<file path="src/rtl/chrl_pkg.sv">
// ----------------------------------------------------------------------------
// chrl_pkg
// Types, codes and constants shared by the ring lookup unit's modules.
// ----------------------------------------------------------------------------
package chrl_pkg;

  localparam logic [1:0] OP_CLEAR  = 2'd0;
  localparam logic [1:0] OP_ADD    = 2'd1;
  localparam logic [1:0] OP_REMOVE = 2'd2;
  localparam logic [1:0] OP_LOOKUP = 2'd3;

  localparam logic [1:0] ST_OK    = 2'd0;
  localparam logic [1:0] ST_EMPTY = 2'd1;
  localparam logic [1:0] ST_FULL  = 2'd2;

  localparam logic [15:0] HASH_MUL  = 16'd40343;
  localparam logic [63:0] HASH_SEED = 64'd8;
  localparam logic [3:0]  HASH_STEPS = 4'd15;
  localparam logic [2:0]  HASH_LAST_PHASE = 3'd4;

  typedef struct packed {
    logic [1:0]  opcode;
    logic [15:0] node_id;
    logic [63:0] key;
  } in_t;

  typedef struct packed {
    logic [15:0] owner_node;
    logic [1:0]  status;
  } out_t;

  typedef struct packed {
    logic [63:0] pos;
    logic [15:0] owner;
  } entry_t;

  typedef enum logic [4:0] {
    CMD_NONE,
    CMD_LOAD,
    CMD_CLEAR,
    CMD_HSEED,
    CMD_HKEY,
    CMD_SRCH_INIT,
    CMD_SRCH_RD,
    CMD_SRCH_NEXT,
    CMD_OVERWRITE,
    CMD_SHIFT_INIT,
    CMD_SHIFT_RD,
    CMD_SHIFT_WR,
    CMD_INSERT,
    CMD_SET_FULL,
    CMD_NEXT_POINT,
    CMD_RM_INIT,
    CMD_RM_RD,
    CMD_RM_STEP,
    CMD_RM_DONE,
    CMD_LK_FIRST,
    CMD_LK_LAST,
    CMD_LK_WRAP,
    CMD_BS_INIT,
    CMD_BS_RD,
    CMD_BS_STEP,
    CMD_BS_DONE,
    CMD_FINISH
  } dp_cmd_t;

  typedef struct packed {
    logic [1:0] op;
    logic       hash_done;
    logic       i_lt_count;
    logic       pos_lt_h;
    logic       pos_eq_h;
    logic       table_full;
    logic       k_gt_i;
    logic       rd_lt_count;
    logic       count_zero;
    logic       outside;
    logic       gap_gt1;
    logic       j_last;
  } dp_status_t;

endpackage

</file>
<file path="src/rtl/chrl_ctrl.sv">
// ----------------------------------------------------------------------------
// chrl_ctrl
// Sequencer for the four ring operations and the input/result handshakes.
// ----------------------------------------------------------------------------
module chrl_ctrl (
  input  logic                 clk,
  input  logic                 rst,
  input  logic                 in_valid,
  output logic                 in_stall,
  output logic                 out_valid,
  input  logic                 out_stall,
  input  chrl_pkg::dp_status_t stat,
  output chrl_pkg::dp_cmd_t    cmd
);

  typedef enum logic [4:0] {
    S_IDLE, S_DISPATCH, S_A_HSTART, S_A_HW, S_A_SRD, S_A_SCMP, S_A_INS,
    S_A_SHRD, S_A_SHWR, S_A_NEXT, S_R_RD, S_R_STEP, S_L_HW, S_L_LAST,
    S_L_CHK, S_L_BRD, S_L_BSTEP, S_FIN
  } state_t;

  state_t state, state_next;
  logic   slot_free;

  assign in_stall  = (state != S_IDLE);
  assign slot_free = !out_valid || !out_stall;

  always_comb begin
    cmd        = chrl_pkg::CMD_NONE;
    state_next = state;
    unique case (state)
      S_IDLE: if (in_valid) begin
        cmd = chrl_pkg::CMD_LOAD; state_next = S_DISPATCH;
      end
      S_DISPATCH: begin
        unique case (stat.op)
          chrl_pkg::OP_CLEAR: begin
            cmd = chrl_pkg::CMD_CLEAR; state_next = S_FIN;
          end
          chrl_pkg::OP_ADD: state_next = S_A_HSTART;
          chrl_pkg::OP_REMOVE: begin
            cmd = chrl_pkg::CMD_RM_INIT; state_next = S_R_RD;
          end
          default: begin
            if (stat.count_zero) begin
              state_next = S_FIN;
            end else begin
              cmd = chrl_pkg::CMD_HKEY; state_next = S_L_HW;
            end
          end
        endcase
      end
      S_A_HSTART: begin
        cmd = chrl_pkg::CMD_HSEED; state_next = S_A_HW;
      end
      S_A_HW: if (stat.hash_done) begin
        cmd = chrl_pkg::CMD_SRCH_INIT; state_next = S_A_SRD;
      end
      S_A_SRD: begin
        if (stat.i_lt_count) begin
          cmd = chrl_pkg::CMD_SRCH_RD; state_next = S_A_SCMP;
        end else begin
          state_next = S_A_INS;
        end
      end
      S_A_SCMP: begin
        if (stat.pos_lt_h) begin
          cmd = chrl_pkg::CMD_SRCH_NEXT; state_next = S_A_SRD;
        end else if (stat.pos_eq_h) begin
          cmd = chrl_pkg::CMD_OVERWRITE; state_next = S_A_NEXT;
        end else begin
          state_next = S_A_INS;
        end
      end
      S_A_INS: begin
        if (stat.table_full) begin
          cmd = chrl_pkg::CMD_SET_FULL; state_next = S_A_NEXT;
        end else begin
          cmd = chrl_pkg::CMD_SHIFT_INIT; state_next = S_A_SHRD;
        end
      end
      S_A_SHRD: begin
        if (stat.k_gt_i) begin
          cmd = chrl_pkg::CMD_SHIFT_RD; state_next = S_A_SHWR;
        end else begin
          cmd = chrl_pkg::CMD_INSERT; state_next = S_A_NEXT;
        end
      end
      S_A_SHWR: begin
        cmd = chrl_pkg::CMD_SHIFT_WR; state_next = S_A_SHRD;
      end
      S_A_NEXT: begin
        if (stat.j_last) begin
          state_next = S_FIN;
        end else begin
          cmd = chrl_pkg::CMD_NEXT_POINT; state_next = S_A_HSTART;
        end
      end
      S_R_RD: begin
        if (stat.rd_lt_count) begin
          cmd = chrl_pkg::CMD_RM_RD; state_next = S_R_STEP;
        end else begin
          cmd = chrl_pkg::CMD_RM_DONE; state_next = S_FIN;
        end
      end
      S_R_STEP: begin
        cmd = chrl_pkg::CMD_RM_STEP; state_next = S_R_RD;
      end
      S_L_HW: if (stat.hash_done) begin
        cmd = chrl_pkg::CMD_LK_FIRST; state_next = S_L_LAST;
      end
      S_L_LAST: begin
        cmd = chrl_pkg::CMD_LK_LAST; state_next = S_L_CHK;
      end
      S_L_CHK: begin
        if (stat.outside) begin
          cmd = chrl_pkg::CMD_LK_WRAP; state_next = S_FIN;
        end else begin
          cmd = chrl_pkg::CMD_BS_INIT; state_next = S_L_BRD;
        end
      end
      S_L_BRD: begin
        if (stat.gap_gt1) begin
          cmd = chrl_pkg::CMD_BS_RD; state_next = S_L_BSTEP;
        end else begin
          cmd = chrl_pkg::CMD_BS_DONE; state_next = S_FIN;
        end
      end
      S_L_BSTEP: begin
        cmd = chrl_pkg::CMD_BS_STEP; state_next = S_L_BRD;
      end
      S_FIN: if (slot_free) begin
        cmd = chrl_pkg::CMD_FINISH; state_next = S_IDLE;
      end
      default: state_next = S_IDLE;
    endcase
  end

  always_ff @(posedge clk) begin
    if (rst) begin
      state     <= S_IDLE;
      out_valid <= 1'b0;
    end else begin
      state <= state_next;
      if (state == S_FIN && slot_free) begin
        out_valid <= 1'b1;
      end else if (!out_stall) begin
        out_valid <= 1'b0;
      end
    end
  end

endmodule

</file>
<file path="config.mk">
export PLATFORM = sky130hd
export DESIGN_NAME = chrl_ctrl
export DESIGN_NICKNAME = d
export VERILOG_FILES = /design/src/rtl/chrl_pkg.sv /design/src/rtl/chrl_ctrl.sv
export SDC_FILE = /design/constraint.sdc
export NUM_CORES = 1
export LEC_CHECK = 0
export BUFFER_PORTS_ARGS = -buffer_cell sky130_fd_sc_hd__buf_2
export CAP_MARGIN = 0
export CORE_MARGIN = 10
export CORE_UTILIZATION = 50
export CTS_BUF_LIST = sky130_fd_sc_hd__clkbuf_16
export CTS_CLUSTER_SIZE = 40
export DETAILED_ROUTE_END_ITERATION = 8
export PLACE_DENSITY = 0.84
export SYNTH_ARGS = -nofsm -noshare
export SYNTH_HDL_FRONTEND = slang
export SYNTH_SLANG_ARGS = --single-unit
</file>
<file path="constraint.sdc">
create_clock -name clk -period 3 [get_ports clk]
set_input_delay 0.15 -clock clk [delete_from_list [all_inputs] [get_ports clk]]
set_output_delay 0.15 -clock clk [all_outputs]
set_load 0.02 [all_outputs]
</file>
* Word-level counts from Yosys, hierarchy flattened
Cells that the tools add are included.
Operators by class: equal/unequal tests 24, mux-type cells 34, reductions and logical operators 8
Operators by type and width (number):
- case mux 5 bit (18 select lines) | 2
- 2-to-1 mux 5 bit | 10
- equality test 5 x 4 -> 1 bit, second input constant | 8
- 2-to-1 mux 4 bit | 7
- equality test 5 x 3 -> 1 bit, second input constant | 4
- 2-to-1 mux 3 bit | 5
- case mux 5 bit (3 select lines) | 1
- case mux 4 bit (3 select lines) | 1
- equality test 5 x 2 -> 1 bit, second input constant | 2
- equality test 5 bit, second input constant | 2
- inequality test 2 bit, second input constant | 4
- 2-to-1 mux 2 bit | 3
- equality test 5 x 1 -> 1 bit, second input constant | 1
- logical NOT 5 bit | 1
- 2-to-1 mux 1 bit | 5
- nonzero test 5 bit | 1
- AND reduction 4 bit | 1
- equality test 2 x 1 -> 1 bit, second input constant | 1
- equality test 2 bit, second input constant | 1
- logical NOT 1 bit | 2
- logical NOT 2 bit | 1
- inequality test 2 x 1 -> 1 bit, second input constant | 1
- logical AND 1 bit | 1
- logical OR 1 bit | 1
Word-level totals: bits in registers 6, logic and storage cells 68

* Logic depth before layout (Yosys ltp)
Gate-level depths: netlist of the first run.
word-level depth 4, mapped depth 6

* Least setup slack after synthesis of the first run
Ideal clock, no wire load.
path type register -> output, start register state[4], end output cmd[4], arrival 1.654 ns, path slack 1.196 ns, stages on the path, launching flop included 5, buffers on the path 3, path through dfxtp_1 > buf_2 > buf_2 > buf_2 > o311ai_0
Between the ends: word-level cells in the longest chain between the ends 2
RTL lines:
- start: declaration | line chrl_ctrl.sv:22 | state_t state, state_next;
- start signal: assignment | line chrl_ctrl.sv:144 | state <= state_next;
- equality test 5 bit (tied with other cells) | line chrl_ctrl.sv:31 | unique case (state)
- case mux 5 bit (18 select lines) * | line chrl_ctrl.sv:31
- end: declaration | line chrl_ctrl.sv:13 | output chrl_pkg::dp_cmd_t cmd
Every way passes the cells marked *; elsewhere a longest branch is shown, timed or not.

* Worst setup path in the final report of the first run
start register state[3], end output cmd[2]
Same word-level chain as after synthesis.

==> results of run 1 <==
## cell usage after synthesis, types with 3 or more instances
cell / instances
buf_2: 10
nand2_1: 10
nand2b_1: 10
nor2_1: 9
a31oi_1: 8
nor3_1: 7
a21oi_1: 6
dfxtp_1: 6
nand3_1: 6
inv_1: 5
nor2b_1: 5
o21ai_0: 4
or4b_1: 4
a32oi_1: 3
buf_4: 3
ha_1: 3
o211ai_1: 3
or3b_1: 3
## where the power goes
part           leakage (nW)  switching [mW]  internal (mW)
Sequential           0.0489           0.139          0.103
Clock                0.0370          0.0426          0.171
Combinational         0.397           0.391          0.284
## routing by layer
layer | part of all wire | up-vias | global-route usage
li1 | - | 655 | -
met1 | 0.43 | 658 | 0.213
met2 | 0.46 | 84 | 0.247
met3 | 0.11 | 2 | 0.0457
met4 | 0.0038 | 0 | 0.0176
met5 | 0 | - | 0
## stage by stage
stage                     utilization  setup WS, ns
after floorplan                     -          1.20
after CTS                       0.593         0.516
final                           0.593         0.488
after global routing            0.593         0.368
after global placement          0.559         0.842
after detailed placement        0.559         0.754
## cell families (layout without fill, tap and decap cells)
| group | count (synthesis) | in the layout | share of synthesized area |
|---|---|---|---|
| and+or+nand+nor | 76 | 76 | 0.424 |
| AOI/OAI and AO/OA | 52 | 52 | 0.330 |
| buffers and inverters | 20 | 34 | 0.0924 |
| DFF | 6 | 6 | 0.104 |
| adders and majority gates | 3 | 3 | 0.0326 |
| xor gates and xnor gates | 1 | 1 | 0.00761 |
| muxes | 1 | 1 | 0.00870 |
## sequential cells by signal (all words and copies together) (netlist names)
name,flops
out_valid,1
state,5
## worst min path at each step
stage / depth (start not counted) / from / to
after CTS: 2 / rst / state[3]
final: 2 / rst / out_valid
after detailed placement: 2 / rst / state[3]
after floorplan: 1 / rst / out_valid
after global placement: 2 / rst / state[3]
after global routing: 2 / rst / state[3]
## area by class of cell
class	count	area share
timing repair buffer	26	0.105
inverter	5	0.0143
sequential	6	0.0916
clock buffer	3	0.0573
multi-input combinational	133	0.705
tap	28	0.0267
==> results summary, run 1 <==
The total routing usage reported by global routing came out at 0.157. After detailed placement, the design holds a cell count of 198. The I/O pin count came out at 24.

The remaining design rule violation count came out at 0. The highest ir drop seen on vdd came out at 575 uV. The die is ~68 um wide. The average routed wire per standard cell came out at approximately 18 um. In this run the worst hold path is classified as in -> reg. The largest net degree at the start of global routing is 33.

The logic depth of the worst register-to-register path is 4. The synthesized design contains 0 enable-type register cells. The filler cell count is 200. The routability-driven placement congestion ratio is about 0.96. The synthesized netlist cell count is about 160.

The worst setup path is launched from a flop. The number of warnings issued by yosys is 0. The highest cell delay on the worst timing path is roughly 0.70 ns. The number of maximum-capacitance constraint violations is 0. The final route contains 1399 vias. The count of buffers added on input and output ports is 23. STA classifies the critical path endpoint as a primary output. The residual antenna-violating net count after detailed routing is 0. The top cell types in the final layout, fill and taps aside, are buf_2, nand2_1, nand2b_1. The clock transition at the registers of the reported paths is 0.03 ns. The setup check on the worst reg-to-reg path leaves a slack of 0.77 ns. Tracing the worst setup path back leads to its startpoint at state[3].

Hold repair after CTS inserted 0 buffers. The final count of hold timing violations is 0. The number of distinct library cell variants in the gate-level netlist after synthesis is 58. The sum of internal, switching and leakage power is roughly 1.1 mW. Among cell families on the critical path, the largest total delay comes from simple AND/OR/NAND/NOR gates. The post-CTS setup buffer count came out at 0.

The number of cells in the finished layout apart from fillers came out at about 200. The proportion of netlist area held by the largest area contributor came out at 0.104. The post-synthesis area per instance is 7.24 sq um. The category of the critical setup timing path is reg -> out. The signed area change from the synthesized netlist to the final layout is 13.9%. Leaving out fill and tap cells, the most frequent cell in the layout is buf_2.

Sorting the synthesized cells by area gives the leading types as dfxtp_1, nand2b_1, a31oi_1. The area used by multi-input combinational logic is slightly above 900 sq um. The total wire length is between 3000 and 4000 um.

The number of sinks handled by clock tree synthesis came out at 6. The layout cell share with drive strength beyond 1 came out at 0.202. The number of buffers created by CTS is 3. The async set-or-reset flop fraction in the synthesized netlist is 0.

The area of the mapped netlist is about 0.0012 sq mm. The height of the die came out at ~68 um. The critical path arrival came out at between 2 and 2.5 ns. The total iterations of the first detailed-routing run came out at 4. The endpoint required time on the critical path is 2.85 ns. Walking the worst path, the cells encountered are nor3_1 > and4_1 > a31oi_1 > or4b_1 > buf_2.

The maximum fanout along the worst path came out at 18. The register bit count reported by yosys came out at 6. The cell accounting for the most synthesized area is dfxtp_1. The number of inserted diodes is 0. The flow ran to the end, and the final reports show no timing, DRC or antenna violations. CTS built an H-tree with a depth of 1. Based on the critical path, the design can be clocked at up to about 400 MHz. TritonCTS built the clock tree. Hold timing on the final database bottoms out at a slack of 0.186 ns. In this run the power density over the cells is 862 mW/mm^2. The count of final max-slew check failures came out at 0. The clock period could shrink to around 2.5 ns.

The initial antenna violation count is 0. The normalized max-slew margin is 0.294. In the synthesized netlist the dominant register cell turns out to be dfxtp_1.

The placed standard-cell area came out at roughly 0.0012 sq mm. The area of the core region came out at ~0.0022 sq mm. After routing the design area is between 0.001 and 0.0015 sq mm. Setup repair after global routing left no endpoint under its margin. The launch instance of the worst register-to-register path is state[2]. The clock reaches the later pin of the worst-skew pair after around 0.23 ns. The worst register-to-register path ends at state[3]. The aggregate negative setup slack is 0 ns.

The number of cells on the critical path is 5. The share of the clock period used by the worst path after layout is 0.837. The footprint of the flip-flops and latches is between 100 and 150 sq um.

The count of cells resized by post-cts repair came out at 0. The placed wire-length estimate after detailed placement is around 2700 um. The global-route wire length before repair is around 6000 um. The initial utilization of the core area, before any placement, comes to 0.520. The worst path buffer plus inverter count came out at 1. The final layout net count is 195. The overall die area came out at between 0.004 and 0.005 sq mm. In this run the worst setup path terminates at cmd[2].

The fraction of the yosys area taken by sequential cells is 0.104. The number of nets in the synthesized netlist came out at about 180. The aggregate global routing overflow is 0. The maximum clock path buffer count is 2. The clock skew came out at 0.000928 ns. The number of endpoints failing setup at the final stage is 0. Among all stages on the critical path, the largest delay is contributed by dfxtp_1.

Dividing the detail-routed via count by the number of cells gives approximately 7.0. The root buffer selected by CTS is clkbuf_16. The number of global-route vias before repair is between 1000 and 1500.

The slew at the pin with the worst max-slew slack is between 1 and 1.5 ns. After the first detailed-routing iteration, the DRC count stood at 120. The leakage power summed over all cells is just under 0.5 nW. The number of standard-cell rows in the floorplan came out at 17.
Note: power is estimated with default switching activity, not from simulation.
==> run 2: changes to the inputs <==
==> constraint.sdc (replaced) <==
create_clock -name clk -period 2.35 [get_ports clk]
set_input_delay 0.1175 -clock clk [delete_from_list [all_inputs] [get_ports clk]]
set_output_delay 0.1175 -clock clk [all_outputs]
set_load 0.02 [all_outputs]
==> run 2 against run 1 <==
Combinational power up 44%. Utilization up 1.7 points. Clock power up 28%. Non-clock buffer count up 5. Count of clock-buffer cells in the layout unchanged. Via count up 0.79%. Worst hold slack worse by 0.0071 ns. Flip-flop and latch count unchanged. Die area unchanged.
==> results summary, run 2 (synthesis results as in run 1) <==
The clock power share came out at 0.185. Post-CTS timing repair inserted 0 buffers for setup. The sequential share of power is 0.151. Of the available clock period, the critical path in the final layout requires 0.936. Summed over all failing endpoints, the final setup total negative slack is 0 ns. Clock-pin slew was measured on the worst setup and hold paths at around 0.03 ns.

In the final design database the tool counted 200 nets. At the worst endpoint, the arrival time is between 2 and 2.5 ns. In this run the clock root is driven by a clkbuf_16. The number of endpoints failing setup at the final stage is 0. Headroom to the max-slew limit came out at 0.628. Of the total power, the share spent switching nets is 0.497. The critical path ends at cmd[0]. The number of vias after detailed routing came out at approximately 1400. TritonCTS built the clock tree. The maximum clock path buffer count came out at 2.

The aggregate global routing overflow came out at 0. The placed wire-length estimate after detailed placement is roughly 2900 um. Setup repair after global routing left no endpoint under its margin.

The number of global-route vias before repair is 1333. The library cell used most frequently in the layout, excluding fill and tap cells, is buf_2. The highest ir drop seen on vdd is 651 uV.

The die width came out at approximately 70 um. Ranked by flip-flop count, first place goes to state. The count of cells resized by post-cts repair came out at 0. STA classifies the critical path endpoint as a primary output.

In this run the number of H-tree levels came out at 1. The share of total power dissipated in combinational logic is 0.663. The power per cell area is approximately 1100 mW/mm^2. The total routing usage reported by global routing came out at 0.164. Tracing the worst setup path back leads to its startpoint at state[1].

The initial antenna violation count is 0. The detail route stage leaves a number of antenna-violating nets equal to 0. The average routed wire per standard cell is ~18 um. The top cell types in the final layout, fill and taps aside, are buf_2, nand2_1, nand2b_1.

The number of maximum-capacitance constraint violations came out at 0. The worst register-to-register path ends at state[0]. The number of buffers created by CTS is 3. The initial standard-cell utilization of the core is 0.520. Derived from the worst setup path, the maximum achievable clock frequency is 455 MHz. The area of the core region came out at approximately 0.0022 sq mm. The largest individual stage delay along the critical path comes from the cell dfxtp_1. The clock skew is 0.00110 ns.

The flip-flop count of the largest register, all copies and words added came out at 5. The internal power of the cells came out at roughly 740 uW. The signal on the critical path passes through buf_4 > and4bb_1 > a31oi_1 > o311ai_1 > a211o_1 > buf_2. The slew at the pin with the worst max-slew slack came out at between 0.5 and 0.6 ns. The final core utilization is 0.610. Counting cells, the worst reg-to-reg path comes to 5. The final count of hold timing violations is 0. The net load switching power came out at between 700 and 800 uW. The routability-driven placement congestion ratio came out at ~1.1. The setup slack of the most critical reg-to-reg path is 0.42 ns. The largest registers in the layout are state x5, out_valid x1. The launch instance of the worst register-to-register path is state[1]. The number of antenna diodes in the final layout is 0. Of all nets on the critical path, the largest fanout is 17. The number of sinks handled by clock tree synthesis came out at 6. The total iterations of the first detailed-routing run came out at 5. The run finished with clean final reports. Using the TritonRoute via totals, the vias-per-cell ratio works out to between 6 and 7.

The number of standard-cell rows in the floorplan is 17. The number of buffers inserted for hold repair after clock tree synthesis came out at 0. The instance count along the most critical hold path is 2. For this run, the slowest stage of the critical path takes roughly 0.64 ns. The endpoint required time on the critical path is between 2 and 2.5 ns.

The remaining design rule violation count is 0. 24 I/O pins were placed. The count of port buffers added during placement came out at 23. The DRC violation total after the first TritonRoute iteration came out at 154. In this run the static leakage power is 0.510 nW. The critical path is of the reg -> out type.

The class of the tightest hold or removal check is in -> reg. The worst hold path begins at rst. The total wire length is between 3000 and 4000 um. The layout cell share with drive strength beyond 1 came out at 0.225.

Entering global routing, the biggest net connects 23 pins. The overall die area is ~0.0046 sq mm. The final critical delay including setup and external delays came out at roughly 2.2 ns. The count of final max-slew check failures came out at 0.

The global-route wire length before repair came out at between 6000 and 7000 um. In this run the vertical extent of the chip is 68.0 um. The worst setup path is launched from a flop. The later-pin clock latency in the skew report came out at approximately 0.23 ns. The signed area change from the synthesized netlist to the final layout came out at 17.2%.
[run 2: worst min path at each step]
stage | end | slack [ns]
5_1_grt | out_valid | 0.18
3_5_place_dp | out_valid | 0.40
6_report | out_valid | 0.18
3_3_place_gp | out_valid | 0.39
2_1_floorplan | out_valid | 0.19
4_1_cts | state[4] | 0.17
[run 2: power by group through the flow]
stage,Combinational [mW],Sequential [mW],Clock [mW]
5_1_grt,1.05,0.229,0.285
6_report,0.975,0.223,0.273
3_3_place_gp,0.943,0.215,0
2_1_floorplan,0.777,0.160,0
4_1_cts,0.961,0.218,0.276
3_5_place_dp,0.957,0.219,0
[run 2: area by class of cell]
cell class	count	area (sq um)
clock buffers	3	75.1
fillers	205	863
repair buffers	31	175
well taps	28	35.0
flip-flops and latches	6	120
inverters	5	18.8
multi-input cells	133	925
[run 2: critical path, delay by kind of cell, from the launching register on]
kind	cells	cell delay, ns
flip-flops	1	0.64
AND/OR/NAND/NOR	1	0.20
AO/OA/AOI/OAI	3	0.55
buffers and inverters	2	0.46
[run 2: metal layers]
metal  wire length [um]  vias up  part of all wire  track usage
met2               1690       92              0.45        0.258
met4                 70        0             0.019       0.0402
met3                390        8              0.10       0.0392
met1               1580      646              0.42        0.220
li1                   -      664                 -            -
met5                  0        -                 0            0
[run 2: metrics by stage]
step           cells  worst slack [ns]  hold slack [ns]  cell area (sq um)  total power [mW]
2_1_floorplan    159             0.579            0.187               1150             0.937
3_3_place_gp     203             0.450            0.395               1270              1.16
3_5_place_dp     203             0.427            0.400               1270              1.18
4_1_cts          206             0.182            0.170               1350              1.46
5_1_grt          206            0.0659            0.183               1350              1.57
6_report         206             0.151            0.179               1350              1.47
